[src/hw/rtl/mdt_pkg.sv]
// Shared widths, register indexes and reset values for the debounce/toggle core.
package mdt_pkg;

  localparam int unsigned LevelW  = 16;
  localparam int unsigned TicksW  = 16;
  localparam int unsigned CfgIdxW = 8;
  localparam int unsigned CfgDatW = 16;

  typedef enum logic [CfgIdxW-1:0] {
    RegDebounceTicks = 8'd0,
    RegManualMode    = 8'd1
  } cfg_reg_e;

  localparam logic [TicksW-1:0] DebounceTicksRst = 16'd100;
  localparam logic              ManualModeRst    = 1'b1;
  localparam logic [TicksW-1:0] TicksMax         = 16'hFFFF;

endpackage

[src/hw/rtl/multi_input_debounce_toggle_core.sv]
// Multi-channel switch debouncer with a toggle latch per channel.
//
// Usage:
//   Input channel (in_valid_i / in_stall_o): one request per millisecond tick,
//   carrying one raw sample bit per channel in raw_levels_i.
//   Output channel (out_valid_o / out_stall_i): one request per input tick,
//   carrying the accepted levels and toggle bits after that tick's update.
//   Configuration channel (cfg_valid_i / cfg_ready_o): index 0 writes the
//   debounce limit in ticks, index 1 the manual (toggle) mode bit. Other
//   indexes are dropped. Write only while the core is idle.
// Pipeline: a tick's result is registered and shows from the cycle after it
//   is accepted; one tick per cycle is taken while out_stall_i does not hold
//   a waiting result. A single register stage holds the per-channel state and
//   also serves as the output register.
// Reset: all levels, toggle bits, timers and edge counts clear; the limit
//   returns to 100 ticks and manual mode is on.
// Stall: while a result waits under out_stall_i, in_stall_o is raised and
//   the state holds, so the waiting result does not change.
module multi_input_debounce_toggle_core #(
  parameter int unsigned CHANNELS = 16
) (
  input  logic                         clk_i,
  input  logic                         rst_ni,
  input  logic                         in_valid_i,
  output logic                         in_stall_o,
  input  logic [mdt_pkg::LevelW-1:0]   raw_levels_i,
  output logic                         out_valid_o,
  input  logic                         out_stall_i,
  output logic [mdt_pkg::LevelW-1:0]   stable_levels_o,
  output logic [mdt_pkg::LevelW-1:0]   toggle_states_o,
  input  logic                         cfg_valid_i,
  output logic                         cfg_ready_o,
  input  logic [mdt_pkg::CfgIdxW-1:0]  cfg_index_i,
  input  logic [mdt_pkg::CfgDatW-1:0]  cfg_data_i
);

  localparam int unsigned TW = mdt_pkg::TicksW;

  // Configuration registers
  logic [TW-1:0] debounce_ticks_q;
  logic          manual_mode_q;

  // Per-channel state; the level and toggle vectors double as output payload
  logic [CHANNELS-1:0] level_q, level_d;
  logic [CHANNELS-1:0] toggle_q, toggle_d;
  logic [CHANNELS-1:0] run_q, run_d;
  logic [CHANNELS-1:0] edge_q, edge_d;
  logic [TW-1:0]       elapsed_q [CHANNELS];
  logic [TW-1:0]       elapsed_d [CHANNELS];

  logic out_valid_q;
  logic in_accept;

  // Hold the input while a finished result still waits under stall
  assign in_stall_o  = out_valid_q && out_stall_i;
  assign in_accept   = in_valid_i && !in_stall_o;
  assign cfg_ready_o = 1'b1;

  // Configuration writes; unknown indexes are dropped
  always_ff @(posedge clk_i or negedge rst_ni) begin
    if (!rst_ni) begin
      debounce_ticks_q <= mdt_pkg::DebounceTicksRst;
      manual_mode_q    <= mdt_pkg::ManualModeRst;
    end else if (cfg_valid_i && cfg_ready_o) begin
      unique case (cfg_index_i)
        mdt_pkg::RegDebounceTicks: debounce_ticks_q <= cfg_data_i[TW-1:0];
        mdt_pkg::RegManualMode:    manual_mode_q    <= cfg_data_i[0];
        default: ;
      endcase
    end
  end

  // Per-channel debounce update; channels are independent
  always_comb begin
    logic [TW-1:0] elapsed_inc;
    logic          expired;
    logic          differs;
    level_d  = level_q;
    toggle_d = toggle_q;
    run_d    = run_q;
    edge_d   = edge_q;
    for (int i = 0; i < CHANNELS; i++) begin
      elapsed_d[i] = elapsed_q[i];
      // Advance a running timer, saturating at its top
      elapsed_inc = (elapsed_q[i] == mdt_pkg::TicksMax) ? elapsed_q[i]
                                                        : elapsed_q[i] + 1'b1;
      expired = run_q[i] && (elapsed_inc >= debounce_ticks_q);
      differs = raw_levels_i[i] != level_q[i];
      if (run_q[i]) begin
        elapsed_d[i] = elapsed_inc;
      end
      if (differs) begin
        if (!run_q[i]) begin
          // Start the timer on a fresh disagreement
          run_d[i]     = 1'b1;
          elapsed_d[i] = '0;
        end else if (expired) begin
          // Accept the new level; in manual mode every second change flips the toggle
          level_d[i] = ~level_q[i];
          if (manual_mode_q) begin
            if (edge_q[i]) begin
              toggle_d[i] = ~toggle_q[i];
              edge_d[i]   = 1'b0;
            end else begin
              edge_d[i] = 1'b1;
            end
          end
          run_d[i]     = 1'b0;
          elapsed_d[i] = '0;
        end
      end else if (expired) begin
        // Bounce settled back: drop the half-counted edge
        edge_d[i]    = 1'b0;
        run_d[i]     = 1'b0;
        elapsed_d[i] = '0;
      end
    end
  end

  always_ff @(posedge clk_i or negedge rst_ni) begin
    if (!rst_ni) begin
      level_q     <= '0;
      toggle_q    <= '0;
      run_q       <= '0;
      edge_q      <= '0;
      out_valid_q <= 1'b0;
      for (int i = 0; i < CHANNELS; i++) begin
        elapsed_q[i] <= '0;
      end
    end else begin
      if (in_accept) begin
        level_q   <= level_d;
        toggle_q  <= toggle_d;
        run_q     <= run_d;
        edge_q    <= edge_d;
        elapsed_q <= elapsed_d;
      end
      if (in_accept) begin
        out_valid_q <= 1'b1;
      end else if (!out_stall_i) begin
        out_valid_q <= 1'b0;
      end
    end
  end

  assign out_valid_o     = out_valid_q;
  assign stable_levels_o = mdt_pkg::LevelW'(level_q);
  assign toggle_states_o = mdt_pkg::LevelW'(toggle_q);

  // State holds while the input is stalled
  assert property (@(posedge clk_i) disable iff (!rst_ni)
    in_stall_o |=> ($stable(level_q) && $stable(toggle_q) && $stable(run_q)))
    else $error("state changed while stalled");

  // Every accepted tick leaves a result pending
  assert property (@(posedge clk_i) disable iff (!rst_ni)
    in_accept |=> out_valid_o)
    else $error("accepted tick gave no result");

  // A level only changes on the tick its timer stops
  assert property (@(posedge clk_i) disable iff (!rst_ni)
    1'b1 |=> (((level_q ^ $past(level_q)) & ~($past(run_q) & ~run_q)) == '0))
    else $error("level changed without an expiring timer");

  // A stopped timer on channel 0 always reads zero
  assert property (@(posedge clk_i) disable iff (!rst_ni)
    !run_q[0] |-> (elapsed_q[0] == '0))
    else $error("stopped timer not cleared");

  // The toggle bit only flips when the level changes too
  assert property (@(posedge clk_i) disable iff (!rst_ni)
    1'b1 |=> (((toggle_q ^ $past(toggle_q)) & ~(level_q ^ $past(level_q))) == '0))
    else $error("toggle flipped without an accepted change");

endmodule
[config.mk]
export PLATFORM = sky130hd
export DESIGN_NAME = multi_input_debounce_toggle_core
export DESIGN_NICKNAME = d
export VERILOG_FILES = /design/src/hw/rtl/mdt_pkg.sv /design/src/hw/rtl/multi_input_debounce_toggle_core.sv
export SDC_FILE = /design/constraint.sdc
export NUM_CORES = 1
export LEC_CHECK = 0
export ABC_AREA = 1
export BUFFER_PORTS_ARGS = -buffer_cell sky130_fd_sc_hd__buf_2
export CAP_MARGIN = 25
export CELL_PAD_IN_SITES_DETAIL_PLACEMENT = 1
export CELL_PAD_IN_SITES_GLOBAL_PLACEMENT = 2
export CORE_UTILIZATION = 35
export DETAILED_ROUTE_END_ITERATION = 6
export GPL_TIMING_DRIVEN = 1
export HOLD_SLACK_MARGIN = 0.05
export PLACE_DENSITY_LB_ADDON = 0.12
export SYNTH_ARGS = -nofsm -noshare
export SYNTH_HDL_FRONTEND = slang
export SYNTH_SLANG_ARGS = --single-unit
export TNS_END_PERCENT = 50
[constraint.sdc]
create_clock -name clk_i -period 4.9 [get_ports clk_i]
set_input_delay 0.245 -clock clk_i [delete_from_list [all_inputs] [get_ports clk_i]]
set_output_delay 0.245 -clock clk_i [all_outputs]
set_load 0.01 [all_outputs]
Yosys cells after proc, flatten, opt, wreduce, memory -nomap -nowiden
Cells that the tools add are included.
Widths: inputs -> output; s select.
{"block": "op_classes", "n_addsub": 16, "n_mul": 0, "div": 0, "n_lt_le_gt_ge": 16, "eq_ne": 66, "n_shift": 0, "mux": 226, "bitwise": 32, "n_reduce_logical": 102}
{"cell": "$mux 16", "count": 80}
{"cell": "$add 16x1->16 const B", "count": 16}
{"cell": "$eq 16x16->1 const B", "count": 16}
{"cell": "$ge 16x16->1", "count": 16}
{"cell": "$mux 1", "count": 146}
{"cell": "$reduce_and 4->1", "count": 32}
{"cell": "$reduce_and 6->1", "count": 16}
{"cell": "$ne 2x2->1 const B", "count": 32}
{"cell": "$reduce_and 2->1", "count": 18}
{"cell": "$not 1->1", "count": 32}
{"cell": "$reduce_bool 2->1", "count": 16}
{"cell": "$logic_and 1x1->1", "count": 18}
{"cell": "$ne 1x1->1", "count": 16}
{"cell": "$eq 8x1->1 const B", "count": 1}
{"cell": "$logic_not 8->1", "count": 1}
{"cell": "$ne 2x1->1 const B", "count": 1}
{"cell": "$logic_not 1->1", "count": 1}
{"block": "totals", "regBits": 338, "latchBits": 0, "ramBits": 0, "romBits": 0, "inputBits": 45, "output_inout_bits": 35, "memories": 0}

Logic depth before layout (Yosys ltp)
{"block": "logic_depth", "depth_word": 7, "mapped_depth": 24, "depth_no_buf": 24}

Worst setup path before layout
No wires, ideal clock.
{"block": "synth_timing", "kind": "register -> register", "from": "register elapsed_q[16] in the netlist's numbering", "to": "register elapsed_q[24] in the netlist's numbering", "setup_time_ns": 0.066, "arrival_ns": 2.851, "t_required_ns": 4.834, "path_slack_ns": 1.984, "stages_incl_launch_ff": 22, "path_buffers": 3, "synth_period_minus_slack_ns": 2.916, "path_cell_list": "dfrtp_1 -> ha_1 -> nand3_1 -> inv_2 -> nand2_1 -> nor2_2 -> inv_2 -> buf_2 -> buf_2 -> nand2_1 -> ha_1 -> nand2_1 -> nor2_1 -> and2_1 -> nor2_1 -> nand2_1 -> nand2_1 -> nand2_1 -> nand2_1 -> buf_2 -> nand4_1 -> nand2_1"}
{"block": "synth_between", "elab_chain_cells": 7, "word_cells_on_any_way": 9, "classes_between": "1 x add/sub; 1 x order compare; 1 x eq/ne; 5 x mux; 1 x reduce/logical"}
{"item": "from (decl)", "line": "multi_input_debounce_toggle_core.sv:48", "rtl": "logic [TW-1:0] elapsed_q [CHANNELS];"}
{"item": "from (signal assigned)", "line": "multi_input_debounce_toggle_core.sv:136", "rtl": "elapsed_q <= elapsed_d;"}
{"item": "$add 16x1->16 / $eq 16x16->1 (equally long branches)", "line": "multi_input_debounce_toggle_core.sv:86, multi_input_debounce_toggle_core.sv:85"}
{"item": "$mux 16 *", "line": "multi_input_debounce_toggle_core.sv:85", "rtl": "elapsed_inc = (elapsed_q[i] == mdt_pkg::TicksMax) ? elapsed_q[i]"}
{"item": "$ge 16x16->1", "line": "multi_input_debounce_toggle_core.sv:87", "rtl": "expired = run_q[i] && (elapsed_inc >= debounce_ticks_q);"}
{"item": "$logic_and 1x1->1", "line": "multi_input_debounce_toggle_core.sv:87"}
{"item": "$mux 16 *", "line": "multi_input_debounce_toggle_core.sv:97, multi_input_debounce_toggle_core.sv:111"}
{"item": "$mux 16", "line": "multi_input_debounce_toggle_core.sv:93", "rtl": "if (!run_q[i]) begin"}
{"item": "$mux 16 *", "line": "multi_input_debounce_toggle_core.sv:92", "rtl": "if (differs) begin"}
Mark *: on every way between the ends. The rest lies on a longest branch, timed or not.
A chain may end at the register's enable or synchronous reset.

Worst setup path after layout
{"block": "layout_timing", "from": "register elapsed_q[1] in the netlist's numbering", "to": "register level_q[15], in the netlist stable_levels_o[15]"}
{"block": "layout_between", "elab_chain_cells": 5, "word_cells_on_any_way": 6, "classes_between": "1 x add/sub; 1 x order compare; 1 x eq/ne; 1 x mux; 2 x reduce/logical"}
{"item": "$add 16x1->16 / $eq 16x16->1 (equally long branches)", "line": "multi_input_debounce_toggle_core.sv:86, multi_input_debounce_toggle_core.sv:85"}
{"item": "$mux 16 *", "line": "multi_input_debounce_toggle_core.sv:85"}
{"item": "$ge 16x16->1 *", "line": "multi_input_debounce_toggle_core.sv:87"}
{"item": "$logic_and 1x1->1 *", "line": "multi_input_debounce_toggle_core.sv:87"}
{"item": "$reduce_and 4->1 (no line) *"}
{"item": "to (signal assigned)", "line": "multi_input_debounce_toggle_core.sv:132", "rtl": "level_q <= level_d;"}
{"item": "to (decl)", "line": "multi_input_debounce_toggle_core.sv:44", "rtl": "logic [CHANNELS-1:0] level_q, level_d;"}
Marks and branches as above.

==> out/results.txt <==
Dividing the detail-routed wire length by the instance count gives 18.0 um. The layout overhead on the synthesized area works out to 11.5%. At the worst endpoint, the arrival time is 4.36 ns. Ranked by total cell area, the synthesized netlist is headed by sky130_fd_sc_hd__dfrtp_1 (27%), sky130_fd_sc_hd__nand2_1 (19%), sky130_fd_sc_hd__ha_1 (11%). For the sequential element share of the synthesized area, the log shows 0.273. Along the worst path, the maximum fanout reaches 25. The tools report the number of nets with antenna violations after detailed routing as 0. The floorplan has 108 rows.

The run gives 31.6k as the via count of the first global-routing pass. After synthesis the netlist holds a flip-flop and latch count of 338. The worst setup path is launched from a flop. The class of the tightest hold or removal check is input port to asynchronous set/reset pin.

Post-place setup slack: 1.01 ns. The number of antenna diodes in the final layout is 0. Synthesis handed over a netlist of 4739 instances. Die outline height: 299 um. A synthesized cell averages 6.53 um2.

The classification of the worst setup path is flop to flop. The routed design has 107000 um of wire. The total grt overflow came out at 0. The tools report the H-tree depth as 2. The most common cell after layout, fill and taps aside is sky130_fd_sc_hd__nand2_1. The run gives 154 as the largest net degree at the start of global routing. Setup repair after global routing left no endpoint under its margin.

The first routing iteration left 1443 violations. The logs give 0 for the hold violation total from the final report and 0.355 for the initial standard-cell utilization of the core. For this run, the detailed router's first-pass iteration total came to 5. After clock tree synthesis, the clock-pin slew on the worst setup and hold paths is 0.06 ns. The clock insertion delay at the later pin of the skew report is 0.62 ns.

The worst setup path is captured at a flop. The count of buffers from port buffering is 78, and the number of remaining DRC errors is 0. Yosys mapped a number of flops with a built-in enable equal to 0. Routability congestion estimate: 0.815.

For the I/O pin count, the log shows 80. The final clock period utilization by the worst path was 0.790; the number of nets in the synthesized netlist was 5056. In this run the horizontal extent of the chip is 299 um. IR analysis of the VDD net gives a maximum drop of 0.307 mV. The final layout contains 5066 nets. The Yosys step of the flow raised 0 warnings. The routed layout has 30.8k vias. The logs give 48 for the distinct cell type count of the synthesized netlist and 3 for the largest buffer count on any clock path. TritonCTS built the clock tree.

The total clock buffers created by CTS came out at 48. The run gives 0 as the number of setup violations in the final report. Based on the critical path, the design can be clocked at up to 0.258 GHz. The fraction of layout cells with a size suffix above 1 was 0.0631. Worst clock skew: 0.0183 ns. The tools report the first-pass GRT wire length as 175000 um. In the routed layout, each cell is associated on average with a via count of 5.18. The number of gates resized after CTS was 0. The flow ran to the end, and the final reports show no timing, DRC or antenna violations. The tools report the count of maximum capacitance violations as 0. Summed over all cells, the static leakage comes to 0.0184 uW. The cell area power density was 617 nW/um2; the tightest slew margin relative to the limit was 0.278. The cell area after synthesis was 30900 um2; the core box area was 87200 um2. The final critical path time including I/O delays and setup was 3.87 ns; the least setup slack across all paths after layout was 1.03 ns. Counting every sink on the clock net gives 338. The run gives 71800 um as the sum of net half-perimeters after detailed placement. For the max-slew violation total from the final report, the log shows 0. In the layout the commonest cells are sky130_fd_sc_hd__nand2_1 (1584), sky130_fd_sc_hd__inv_1 (450), sky130_fd_sc_hd__nand3_1 (386). The tools report the number of antenna violations at the first check in global routing as 3. The top cell type's share of synthesized area came out at 0.270.

The floorplan die area is 89600 um2. The most common flop cell mapped by yosys is sky130_fd_sc_hd__dfrtp_1. CTS placed an instance of sky130_fd_sc_hd__clkbuf_16 at the clock tree root.

Proportion of register bits with asynchronous set or reset after synthesis: 1.00. The tools report the data required time at the worst endpoint as 5.39 ns. The synthesized design spends more area on one cell type than any other, namely sky130_fd_sc_hd__dfrtp_1. Summed over all failing endpoints, the final setup total negative slack is 0 ns.

At the pin with the least slew margin, the transition time is 1.08 ns. The global router's overall resource usage was 0.241.
==> cells by family (layout without fill, tap and decap cells) <==
family | after synthesis | after routing | share of synthesized area
muxes | 15 | 15 | 0.00643
AOI/OAI and AO/OA | 465 | 465 | 0.0787
adders and majority gates | 272 | 272 | 0.110
and+or+nand+nor | 2752 | 2752 | 0.385
other | 1 | 1 | 0.000121
DFF | 338 | 338 | 0.273
buffers and inverters | 692 | 739 | 0.0886
xor gates and xnor gates | 204 | 204 | 0.0577
==> per-stage QoR <==
stage	std cells	hold WS, ns	power (uW)	util	instance area, um2
after CTS	5939	0.0685	21500	0.395	34500
after global routing	5941	0.0926	23700	0.396	34500
final	5941	0.0910	21300	0.396	34500
after global placement	5810	0.133	17300	0.371	32300
after floorplan	4739	-0.0506	14100	-	30900
after detailed placement	5815	0.134	17600	0.372	32400
==> power breakdown <==
| group | internal [uW] | switching [uW] | total, uW | leakage (uW) |
|---|---|---|---|---|
| logic | 4170 | 7690 | 11900 | 0.0132 |
| clock network | 2270 | 1490 | 3760 | 0.000818 |
| registers | 3930 | 1730 | 5660 | 0.00440 |
==> critical path: stages (launching register included) <==
cell,delay (ns)
sky130_fd_sc_hd__dfrtp_1,0.43
sky130_fd_sc_hd__ha_1,0.22
sky130_fd_sc_hd__nand3_1,0.17
sky130_fd_sc_hd__nor2_4,0.21
sky130_fd_sc_hd__nand4_2,0.55
sky130_fd_sc_hd__o21ai_1,0.38
sky130_fd_sc_hd__inv_1,0.07
sky130_fd_sc_hd__ha_1,0.29
sky130_fd_sc_hd__inv_1,0.04
sky130_fd_sc_hd__nor2_1,0.09
sky130_fd_sc_hd__o21bai_1,0.07
sky130_fd_sc_hd__nand2_1,0.06
sky130_fd_sc_hd__nand2_1,0.04
sky130_fd_sc_hd__nand2_1,0.05
sky130_fd_sc_hd__nand2_1,0.05
sky130_fd_sc_hd__nand2_1,0.14
sky130_fd_sc_hd__nand2_1,0.45
sky130_fd_sc_hd__o21ai_0,0.35
sky130_fd_sc_hd__nand2_1,0.08
==> cells in the mapped netlist (38+ instances only) <==
cell type / instances
sky130_fd_sc_hd__dfrtp_1: 334
sky130_fd_sc_hd__xor2_1: 147
sky130_fd_sc_hd__xnor2_1: 57
sky130_fd_sc_hd__nor2_1: 382
sky130_fd_sc_hd__nor3_1: 38
sky130_fd_sc_hd__nand3_1: 386
sky130_fd_sc_hd__nand2_1: 1584
sky130_fd_sc_hd__clkbuf_1: 77
sky130_fd_sc_hd__inv_1: 461
sky130_fd_sc_hd__nand4_1: 253
sky130_fd_sc_hd__buf_2: 87
sky130_fd_sc_hd__ha_1: 272
sky130_fd_sc_hd__o21ai_1: 44
sky130_fd_sc_hd__o21ai_0: 78
sky130_fd_sc_hd__a21oi_1: 298
==> registers in the layout, indices dropped and copies added (netlist names) <==
signal	count
stable_levels_o	16
manual_mode_q	1
edge_q	16
debounce_ticks_q	16
run_q	16
elapsed_q	256
toggle_states_o	16
out_valid_o	1
==> repair_timing <==
action,4_1_cts,5_1_grt
buffers inserted,0,0
hold buffers,37,0
hold endpoints to repair,270,0
==> worst paths after layout <==
path                                    start                   to  slack [ns]  cells past startpoint
min                                    rst_ni        elapsed_q[22]        0.09                      2
max reg2reg                      elapsed_q[1]  stable_levels_o[15]        1.03                     18
min in group clk_i             cfg_index_i[6]  debounce_ticks_q[0]        0.28                      4
max in group asynchronous              rst_ni       elapsed_q[173]        3.71                      3
max                              elapsed_q[1]  stable_levels_o[15]        1.03                     18
min reg2reg                toggle_states_o[5]   toggle_states_o[5]        0.46                      1
==> layer usage <==
metal / GRT usage / vias up / wire length, um
li1: - / 15500 / -
met2: 0.390 / 349 / 47900
met5: 0 / - / 8
met3: 0.0255 / 135 / 2980
met1: 0.335 / 14800 / 52800
met4: 0.0743 / 2 / 2950
==> cell type report <==
class                           instances  area [um2]
Fill cell                           11300       52600
Multi-Input combinational cell       3709       19700
Sequential cell                       338        8460
Inverter                              485        1830
Tap cell                             1155        1450
Clock buffer                           71        1430
Timing Repair Buffer                  167        1380
Clock inverter                         16         216
Note: power is estimated with default switching activity, not from simulation.
